File: src/rtl/tcpcw_pkg.sv
// Shared types, widths, event codes and the control-store program of the
// congestion window sequencer. No dependencies.
package tcpcw_pkg;

  localparam int WIN_W   = 32;
  localparam int SEG_W   = 16;
  localparam int CNT_W   = 8;
  localparam int DUP_W   = 16;
  localparam int FUNC_W  = 2;
  localparam int PC_W    = 4;
  localparam int CADDR_W = 2;
  localparam int IN_W    = 88;   // 81 payload bits padded to bytes
  localparam int OUT_W   = 104;  // 99 payload bits padded to bytes

  localparam logic [WIN_W-1:0] WIN_MAX = '1;
  localparam logic [WIN_W-1:0] SSTH_RESET = WIN_W'(65535);
  localparam logic [SEG_W-1:0] SEG_RESET = SEG_W'(536);
  localparam logic [CNT_W-1:0] RETX_RESET = CNT_W'(3);
  localparam logic [CNT_W-1:0] INIT_SEG_RESET = CNT_W'(1);

  typedef enum logic [FUNC_W-1:0] {
    FUNC_START   = 2'd0,
    FUNC_NEW_ACK = 2'd1,
    FUNC_DUP_ACK = 2'd2,
    FUNC_TIMEOUT = 2'd3
  } func_t;

  typedef enum logic [CADDR_W-1:0] {
    REG_SEGMENT_SIZE  = 2'd0,
    REG_RETX_THRESH   = 2'd1,
    REG_INIT_CWND_SEG = 2'd2,
    REG_INIT_SSTHRESH = 2'd3
  } cfg_reg_t;

  typedef enum logic {
    SEQ_IDLE,
    SEQ_RUN
  } seq_state_t;

  typedef enum logic [3:0] {
    OP_NOP,
    OP_TMP_INIT_MUL,   // tmp = initial segments * segment size
    OP_LOAD_START,     // cwnd = tmp, ssthresh = initial register
    OP_EXIT_REC,       // if in recovery, leave it: cwnd = ssthresh
    OP_TMP_SQ,         // tmp = segment size squared
    OP_DIV_START,      // launch tmp / cwnd
    OP_CWND_ADD_Q,     // cwnd += max(quotient, 1)
    OP_CWND_ADD_SEG,   // cwnd += segment size
    OP_FR_SSTH,        // ssthresh = halved flight, floor 2 segments, enter recovery, flag retransmit
    OP_FR_CWND,        // cwnd = ssthresh + 3 segments
    OP_INFLATE,        // cwnd += segment size, flag pending send
    OP_TIMEOUT         // clear recovery, collapse window if active
  } op_t;

  typedef enum logic [2:0] {
    C_NEXT,
    C_ALWAYS,
    C_CWND_LT_SSTH,
    C_DIV_BUSY,
    C_FR_HIT,
    C_NOT_REC
  } cond_t;

  typedef struct packed {
    op_t              op;
    cond_t            cond;
    logic [PC_W-1:0]  target;
    logic             last;
  } uword_t;

  localparam logic [PC_W-1:0] ENT_START   = 4'd0;
  localparam logic [PC_W-1:0] ENT_NEW_ACK = 4'd2;
  localparam logic [PC_W-1:0] ENT_DUP_ACK = 4'd8;
  localparam logic [PC_W-1:0] ENT_TIMEOUT = 4'd14;

  function automatic uword_t ucode_rom(input logic [PC_W-1:0] pc);
    uword_t w;
    unique case (pc)
      4'd0:    w = '{OP_TMP_INIT_MUL, C_NEXT,         4'd0,  1'b0};
      4'd1:    w = '{OP_LOAD_START,   C_NEXT,         4'd0,  1'b1};
      4'd2:    w = '{OP_EXIT_REC,     C_NEXT,         4'd0,  1'b0};
      4'd3:    w = '{OP_TMP_SQ,       C_CWND_LT_SSTH, 4'd7,  1'b0};
      4'd4:    w = '{OP_DIV_START,    C_NEXT,         4'd0,  1'b0};
      4'd5:    w = '{OP_NOP,          C_DIV_BUSY,     4'd5,  1'b0};
      4'd6:    w = '{OP_CWND_ADD_Q,   C_NEXT,         4'd0,  1'b1};
      4'd7:    w = '{OP_CWND_ADD_SEG, C_NEXT,         4'd0,  1'b1};
      4'd8:    w = '{OP_NOP,          C_FR_HIT,       4'd11, 1'b0};
      4'd9:    w = '{OP_NOP,          C_NOT_REC,      4'd13, 1'b0};
      4'd10:   w = '{OP_INFLATE,      C_NEXT,         4'd0,  1'b1};
      4'd11:   w = '{OP_FR_SSTH,      C_NEXT,         4'd0,  1'b0};
      4'd12:   w = '{OP_FR_CWND,      C_NEXT,         4'd0,  1'b1};
      4'd13:   w = '{OP_NOP,          C_NEXT,         4'd0,  1'b1};
      4'd14:   w = '{OP_TIMEOUT,      C_NEXT,         4'd0,  1'b1};
      default: w = '{OP_NOP,          C_NEXT,         4'd0,  1'b1};
    endcase
    return w;
  endfunction

endpackage

File: src/rtl/tcpcw_divider.sv
// Radix-2 restoring divider, 32-bit unsigned, one quotient bit per cycle.
// Depends on tcpcw_pkg. A zero divisor gives an all-ones quotient.
module tcpcw_divider (
  input  logic                      clk,
  input  logic                      rst,
  input  logic                      start,
  input  logic [tcpcw_pkg::WIN_W-1:0] dividend,
  input  logic [tcpcw_pkg::WIN_W-1:0] divisor,
  output logic                      busy,
  output logic [tcpcw_pkg::WIN_W-1:0] quotient
);
  import tcpcw_pkg::*;

  localparam int CW = $clog2(WIN_W);

  logic [WIN_W-1:0] rem;
  logic [WIN_W-1:0] dvs;
  logic [CW-1:0]    cnt;
  logic [WIN_W:0]   rem_sh;
  logic             fits;

  assign rem_sh = {rem, quotient[WIN_W-1]};
  assign fits   = rem_sh >= {1'b0, dvs};

  always_ff @(posedge clk) begin
    if (rst) begin
      busy <= 1'b0;
    end else if (start) begin
      busy <= 1'b1;
    end else if (busy && cnt == CW'(WIN_W - 1)) begin
      busy <= 1'b0;
    end
  end

  always_ff @(posedge clk) begin
    if (start) begin
      rem      <= '0;
      dvs      <= divisor;
      quotient <= dividend;
      cnt      <= '0;
    end else if (busy) begin
      rem      <= fits ? WIN_W'(rem_sh - {1'b0, dvs}) : WIN_W'(rem_sh);
      quotient <= {quotient[WIN_W-2:0], fits};
      cnt      <= cnt + CW'(1);
    end
  end

endmodule

File: src/rtl/tcp_reno_congestion_window.sv
// Top level of the Reno congestion window engine: config registers, the
// microcoded sequencer with its datapath, and the output register.
// Depends on tcpcw_pkg and tcpcw_divider.
//
//  channel  direction  words                               handshake
//  s_*      in         event + ACK/flight/window word       tvalid/tready
//  m_*      out        window state word, one per event     tvalid/tready
//  cfg_*    in         register write, index 0..3           cfg_we only
//
// A new ACK in congestion avoidance waits for all 32 quotient bits of the
// radix-2 divider; after each event the sequencer returns to idle.
// One event is worked at a time; s_tready is high while the sequencer idles,
// also while a finished word waits in the output register.
// A final step stalls only when the output register is still full.
// Reset is synchronous: window 0, threshold 65535, recovery clear, registers
// at their documented defaults.
module tcp_reno_congestion_window (
  input  logic                         clk,
  input  logic                         rst,
  input  logic                         s_tvalid,
  output logic                         s_tready,
  // [15:0] dup_count, [47:16] bytes_in_flight, [79:48] receiver_window,
  // [80] timeout_active, zero above
  input  logic [tcpcw_pkg::IN_W-1:0]   s_tdata,
  // [1:0] func
  input  logic [tcpcw_pkg::FUNC_W-1:0] s_tuser,
  output logic                         m_tvalid,
  input  logic                         m_tready,
  // [31:0] cwnd, [63:32] ssthresh, [64] in_fast_recovery,
  // [96:65] send_window, [97] retransmit_now, [98] send_pending, zero above
  output logic [tcpcw_pkg::OUT_W-1:0]  m_tdata,
  input  logic                         cfg_we,
  input  logic [tcpcw_pkg::CADDR_W-1:0] cfg_addr,
  input  logic [tcpcw_pkg::WIN_W-1:0]  cfg_wdata
);
  import tcpcw_pkg::*;

  function automatic logic [WIN_W-1:0] sat_add(input logic [WIN_W-1:0] a,
                                               input logic [WIN_W-1:0] b);
    logic [WIN_W:0] s;
    s = {1'b0, a} + {1'b0, b};
    return s[WIN_W] ? WIN_MAX : s[WIN_W-1:0];
  endfunction

  // Configuration registers
  logic [SEG_W-1:0] seg;
  logic [CNT_W-1:0] retx_thr;
  logic [CNT_W-1:0] init_seg;
  logic [WIN_W-1:0] init_ssth;

  always_ff @(posedge clk) begin
    if (rst) begin
      seg       <= SEG_RESET;
      retx_thr  <= RETX_RESET;
      init_seg  <= INIT_SEG_RESET;
      init_ssth <= SSTH_RESET;
    end else if (cfg_we) begin
      unique case (cfg_reg_t'(cfg_addr))
        REG_SEGMENT_SIZE:  seg       <= cfg_wdata[SEG_W-1:0];
        REG_RETX_THRESH:   retx_thr  <= cfg_wdata[CNT_W-1:0];
        REG_INIT_CWND_SEG: init_seg  <= cfg_wdata[CNT_W-1:0];
        REG_INIT_SSTHRESH: init_ssth <= cfg_wdata;
      endcase
    end
  end

  // Sequencer
  seq_state_t      state, state_next;
  logic [PC_W-1:0] pc, pc_next;
  uword_t          uw;
  logic            cond_true;
  logic            advance;
  logic            accept;

  // Latched event word
  logic [DUP_W-1:0] in_dup;
  logic [WIN_W-1:0] in_flight;
  logic [WIN_W-1:0] in_rwnd;
  logic             in_active;

  // Datapath registers
  logic [WIN_W-1:0] cwnd, cwnd_next;
  logic [WIN_W-1:0] ssth, ssth_next;
  logic             rec, rec_next;
  logic             retx, retx_next;
  logic             pend, pend_next;
  logic [WIN_W-1:0] tmp, tmp_next;

  logic [WIN_W-1:0] quo;
  logic             div_busy;
  logic             div_start;

  logic [SEG_W-1:0] mul_a;
  logic [WIN_W-1:0] product;
  logic [WIN_W-1:0] two_seg;
  logic [WIN_W-1:0] three_seg;
  logic [WIN_W-1:0] half_flight;
  logic [WIN_W-1:0] halved;
  logic [WIN_W-1:0] send_win;
  logic [WIN_W-1:0] quo_step;

  logic             out_valid;
  logic [OUT_W-1:0] out_data;

  assign uw       = ucode_rom(pc);
  assign s_tready = (state == SEQ_IDLE);
  assign accept   = s_tvalid && s_tready;
  // Hold the closing step while the previous word is still untaken
  assign advance  = (state == SEQ_RUN) && !(uw.last && out_valid && !m_tready);
  assign div_start = advance && (uw.op == OP_DIV_START);

  always_comb begin
    unique case (uw.cond)
      C_NEXT:         cond_true = 1'b0;
      C_ALWAYS:       cond_true = 1'b1;
      C_CWND_LT_SSTH: cond_true = cwnd < ssth;
      C_DIV_BUSY:     cond_true = div_busy;
      C_FR_HIT:       cond_true = (in_dup == DUP_W'(retx_thr)) && !rec;
      C_NOT_REC:      cond_true = !rec;
      default:        cond_true = 1'b0;
    endcase
  end

  always_comb begin
    state_next = state;
    pc_next    = pc;
    unique case (state)
      SEQ_IDLE: begin
        if (accept) begin
          state_next = SEQ_RUN;
          unique case (func_t'(s_tuser))
            FUNC_START:   pc_next = ENT_START;
            FUNC_NEW_ACK: pc_next = ENT_NEW_ACK;
            FUNC_DUP_ACK: pc_next = ENT_DUP_ACK;
            FUNC_TIMEOUT: pc_next = ENT_TIMEOUT;
          endcase
        end
      end
      SEQ_RUN: begin
        if (advance) begin
          priority if (uw.last) begin
            state_next = SEQ_IDLE;
          end else if (cond_true) begin
            pc_next = uw.target;
          end else begin
            pc_next = pc + PC_W'(1);
          end
        end
      end
      default: state_next = SEQ_IDLE;
    endcase
  end

  always_ff @(posedge clk) begin
    if (rst) begin
      state <= SEQ_IDLE;
      pc    <= '0;
    end else begin
      state <= state_next;
      pc    <= pc_next;
    end
  end

  // Shared 16x16 multiplier feeding the scratch register
  assign mul_a   = (uw.op == OP_TMP_INIT_MUL) ? SEG_W'(init_seg) : seg;
  assign product = WIN_W'(mul_a) * WIN_W'(seg);

  assign two_seg     = WIN_W'({seg, 1'b0});
  assign three_seg   = two_seg + WIN_W'(seg);
  assign half_flight = in_flight >> 1;
  assign halved      = (half_flight > two_seg) ? half_flight : two_seg;
  assign quo_step    = (quo == '0) ? WIN_W'(1) : quo;

  always_comb begin
    cwnd_next = cwnd;
    ssth_next = ssth;
    rec_next  = rec;
    retx_next = retx;
    pend_next = pend;
    tmp_next  = tmp;
    if (advance) begin
      unique case (uw.op)
        OP_NOP:          ;
        OP_TMP_INIT_MUL: tmp_next = product;
        OP_TMP_SQ:       tmp_next = product;
        OP_LOAD_START: begin
          cwnd_next = tmp;
          ssth_next = init_ssth;
        end
        OP_EXIT_REC: begin
          if (rec) begin
            cwnd_next = ssth;
            rec_next  = 1'b0;
          end
        end
        OP_DIV_START:    ;
        OP_CWND_ADD_Q:   cwnd_next = sat_add(cwnd, quo_step);
        OP_CWND_ADD_SEG: cwnd_next = sat_add(cwnd, WIN_W'(seg));
        OP_FR_SSTH: begin
          ssth_next = halved;
          rec_next  = 1'b1;
          retx_next = 1'b1;
        end
        OP_FR_CWND:      cwnd_next = sat_add(ssth, three_seg);
        OP_INFLATE: begin
          cwnd_next = sat_add(cwnd, WIN_W'(seg));
          pend_next = 1'b1;
        end
        OP_TIMEOUT: begin
          rec_next = 1'b0;
          if (in_active) begin
            ssth_next = halved;
            cwnd_next = WIN_W'(seg);
            retx_next = 1'b1;
          end
        end
        default: ;
      endcase
    end
  end

  always_ff @(posedge clk) begin
    if (rst) begin
      cwnd <= '0;
      ssth <= SSTH_RESET;
      rec  <= 1'b0;
    end else begin
      cwnd <= cwnd_next;
      ssth <= ssth_next;
      rec  <= rec_next;
    end
  end

  // Per-event flags start clear on every accepted word
  always_ff @(posedge clk) begin
    tmp <= tmp_next;
    if (accept) begin
      retx      <= 1'b0;
      pend      <= 1'b0;
      in_dup    <= s_tdata[15:0];
      in_flight <= s_tdata[47:16];
      in_rwnd   <= s_tdata[79:48];
      in_active <= s_tdata[80];
    end else begin
      retx <= retx_next;
      pend <= pend_next;
    end
  end

  tcpcw_divider u_div (
    .clk      (clk),
    .rst      (rst),
    .start    (div_start),
    .dividend (tmp),
    .divisor  (cwnd),
    .busy     (div_busy),
    .quotient (quo)
  );

  // Output register, loaded from the closing step's new state
  assign send_win = (in_rwnd < cwnd_next) ? in_rwnd : cwnd_next;

  always_ff @(posedge clk) begin
    if (rst) begin
      out_valid <= 1'b0;
    end else if (advance && uw.last) begin
      out_valid <= 1'b1;
    end else if (m_tready) begin
      out_valid <= 1'b0;
    end
  end

  always_ff @(posedge clk) begin
    if (advance && uw.last) begin
      out_data <= {(OUT_W - 99)'(0), pend_next, retx_next, send_win, rec_next,
                   ssth_next, cwnd_next};
    end
  end

  assign m_tvalid = out_valid;
  assign m_tdata  = out_data;

endmodule

File: config.mk
export PLATFORM = sky130hd
export DESIGN_NAME = tcp_reno_congestion_window
export DESIGN_NICKNAME = d
export VERILOG_FILES = /design/src/rtl/tcpcw_pkg.sv /design/src/rtl/tcpcw_divider.sv /design/src/rtl/tcp_reno_congestion_window.sv
export SDC_FILE = /design/constraint.sdc
export NUM_CORES = 2
export LEC_CHECK = 0
export BUFFER_PORTS_ARGS = -buffer_cell sky130_fd_sc_hd__buf_4
export CAP_MARGIN = 15
export CORE_ASPECT_RATIO = 0.8
export CORE_UTILIZATION = 65
export CTS_BUF_LIST = sky130_fd_sc_hd__clkbuf_4
export DETAILED_ROUTE_END_ITERATION = 8
export HOLD_SLACK_MARGIN = 0.03
export PLACE_DENSITY = 0.84
export SLEW_MARGIN = 30
export SYNTH_ARGS = -nofsm -noshare
export SYNTH_HDL_FRONTEND = slang
export SYNTH_SLANG_ARGS = --single-unit
File: constraint.sdc
create_clock -name clk -period 14.5 [get_ports clk]
set_input_delay 2.175 -clock clk [delete_from_list [all_inputs] [get_ports clk]]
set_output_delay 2.175 -clock clk [all_outputs]
set_load 0.01 [all_outputs]
==> impl_metrics.tcl <==
set metrics [dict create \
    status "finished, violations left" \
    violations "design-rule violations" \
    min_period_over_period_pct 60.1 \
    drtPass1Iterations 9 \
    synth_area_leader_cell "edfxtp_1" \
    finalClockSkew_ns 0.0585 \
    port_buffers 221 \
    dr_total_vias 29900 \
    power_mw 4.52 \
    worst_slew_margin_rel_pct 25.8 \
    postCtsSetupBuffers 0 \
    ys_warn_count 0 \
    clock-sinks 461 \
    syn-cell-area_um2 34900 \
    fp.coreArea_um2 52700 \
    timing.reg2reg.worst_path_depth 25 \
    cts_buffer_depth 3 \
    syn_to_final_growth_pct 10.9 \
    synth_edf_count 275 \
    drtAntennaViolNets 0 \
    powerDensity_nw_per_um2 117 \
    holdPathEnd "init_ssth[25]" \
    required_ns 15.13 \
    die_area_um2 54600 \
    ys_types 100 \
    first_global_vias 29300 \
    synth_area_leaders "edfxtp_1 24%, fa_1 12%, dfxtp_1 11%" \
    dpl.hpwl_um 77400 \
    drc 14 \
    hold_class "register to register" \
    cp-end-kind "register" \
    finalSetupViolations 0 \
    hold_start "init_ssth[25]" \
    reg2reg_to "tmp[31]" \
    root_buffer "clkbuf_4" \
    fin_area_um2 38700 \
    reg2reg_from "uw[11]" \
    die_h_um 209 \
    synth_top_area_share_pct 23.7 \
    max_freq_mhz 115 \
    drtIter0Drc 3577 \
    maxCapViolCount 0 \
    finalHoldViolations 0 \
    p_leak_nw 17.5 \
    cts_hold_buf 0 \
    yosys_most_used_dff "edfxtp_1" \
    nets 4551 \
    rrSetupSlack_ns 5.79 \
    async_reset_ff_share_pct 0 \
    placed_cell_area_um2 37100 \
    slew_viol_final 0 \
    synthCells 3719 \
    gp_congestion 0.995 \
    crit_path_start_kind "register" \
    avgSynthCellArea_um2 9.38 \
    cts_resized 0 \
    clkLatencyLatePin_ns 0.93 \
    drive_gt1_share_pct 13.9 \
    hold_slack_ns 0.456 \
    fin_util_pct 73.4 \
    min_path_cells 2 \
    ys_ff_latch 461 \
    io_pins 235 \
    cts_tree "yes" \
    seq_area_frac_synth_pct 34.3 \
    die_x_um 261 \
    arrival_ns 9.34 \
    start_util_pct 66.2 \
    clk_pin_slew_ns 0.07 \
    grt_overflow_total 0 \
    critPathMaxFanout 51 \
    via_per_inst 6.33 \
    fin_tns_setup_ns 0 \
    max-vdd-ir-drop_uv 100 \
    grt_max_degree 89 \
    drt-total-wl_um 102000 \
    tightest_slew_ns 1.09 \
    grt_antenna_before_repair 4 \
    h-tree-depth 3 \
    grt.total_usage_pct 38.0 \
    cts_buffers 111 \
    rsz0062_at_grt "no" \
    wl_per_cell_um 21.7 \
    min_period_ns 8.71 \
    num_rows 75 \
    critical_path_class "register to register" \
    grt_pass1_wl_um 161000 \
]
-- cell usage in the layout, fill, tap and decap left out, drive strengths merged, types with 81 or more instances in the layout --
cell / instances
clkbuf: 172
a21oi: 230
inv: 407
nor2: 274
xnor2: 81
nand2: 467
fa: 213
buf: 269
o21ai: 175
ha: 288
dfxtp: 186
edfxtp: 275
-- cell families after synthesis --
logic type	share of synthesized area (%)
compound gates	16.2
xor+xnor	2.89
flops	34.3
buf+inv	6.56
mux	2.88
simple gates	14.5
other cells	0.0107
fa+ha+maj	22.5
-- cell usage after synthesis (34+ instances only) --
cell / number
a211oi_1: 40
a21o_1: 79
a21oi_1: 229
and2_1: 41
clkbuf_1: 154
dfxtp_1: 186
edfxtp_1: 275
fa_1: 213
ha_1: 288
inv_1: 402
mux2i_1: 42
nand2_1: 467
nand2b_1: 41
nand3_1: 77
nor2_1: 273
nor3_1: 64
o21ai_0: 171
xnor2_1: 81
xor2_1: 34
-- worst max-delay path, stage by stage (launching register included) --
cell and delay, ns:
dfxtp_1 0.84, nor4_2 0.11, buf_4 0.32, nor2_1 0.73, a21o_1 0.60, nand2_1 0.18, fa_1 0.57, inv_1 0.05
fa_1 0.50, inv_1 0.05, fa_1 0.53, inv_1 0.05, fa_1 0.48, inv_1 0.05, fa_1 0.48, inv_1 0.05
fa_1 0.43, ha_1 0.41, and4_1 0.24, a311oi_2 0.59, o211ai_1 0.25, a31o_2 0.28, a21o_1 0.19, a21o_1 0.17
a21oi_1 0.18, xnor2_1 0.08
-- final cells by class --
type / instances / area (um^2)
clock buffers: 172 / 1290
flip-flops and latches: 461 / 12000
diodes: 3 / 7.51
multi-input cells: 2670 / 20700
clock inverters: 40 / 273
fillers: 3853 / 14000
inverters: 408 / 1530
repair buffers: 269 / 2020
well taps: 693 / 867
-- per-stage QoR --
stage,worst slack [ns],cells
6_report,5.79,4716
5_1_grt,5.41,4715
4_1_cts,5.69,4713
3_5_place_dp,5.72,4501
3_3_place_gp,5.89,4501
2_1_floorplan,6.68,3723
-- power breakdown --
part	total (mW)	internal, mW	switching [mW]	leakage [nW]
logic	1.66	0.660	0.998	12.4
registers	1.69	1.56	0.130	4.09
clock network	1.17	0.614	0.558	0.926
-- routing by layer --
| layer | global-route usage (%) | wire, um | vias up |
|---|---|---|---|
| li1 | - | - | 13500 |
| met1 | 53.1 | 41200 | 14200 |
| met2 | 55.3 | 43500 | 1919 |
| met3 | 11.5 | 13900 | 286 |
| met4 | 15.3 | 3790 | 0 |
| met5 | 0 | 0 | - |
-- state kept, by name, indices dropped and copies added (netlist names), 4 cells and up --
name	cells
u_div.cnt	5
cwnd	32
u_div.quotient	32
in_dup	16
pc	4
retx_thr	8
init_ssth	32
u_div.rem	32
u_div.dvs	32
m_tdata	99
uw	11
init_seg	8
ssth	32
in_flight	31
in_rwnd	32
tmp	32
seg	16
-- worst max-delay path by stage --
stage | start | to | cells after the start
floorplan | uw[10] | tmp[31] | 28
CTS | uw[11] | tmp[31] | 25
global route | uw[11] | tmp[31] | 25
detailed placement | uw[11] | tmp[31] | 25
global placement | uw[11] | tmp[31] | 25
finish | uw[11] | tmp[31] | 25
Power figures use the tool's default switching activity.
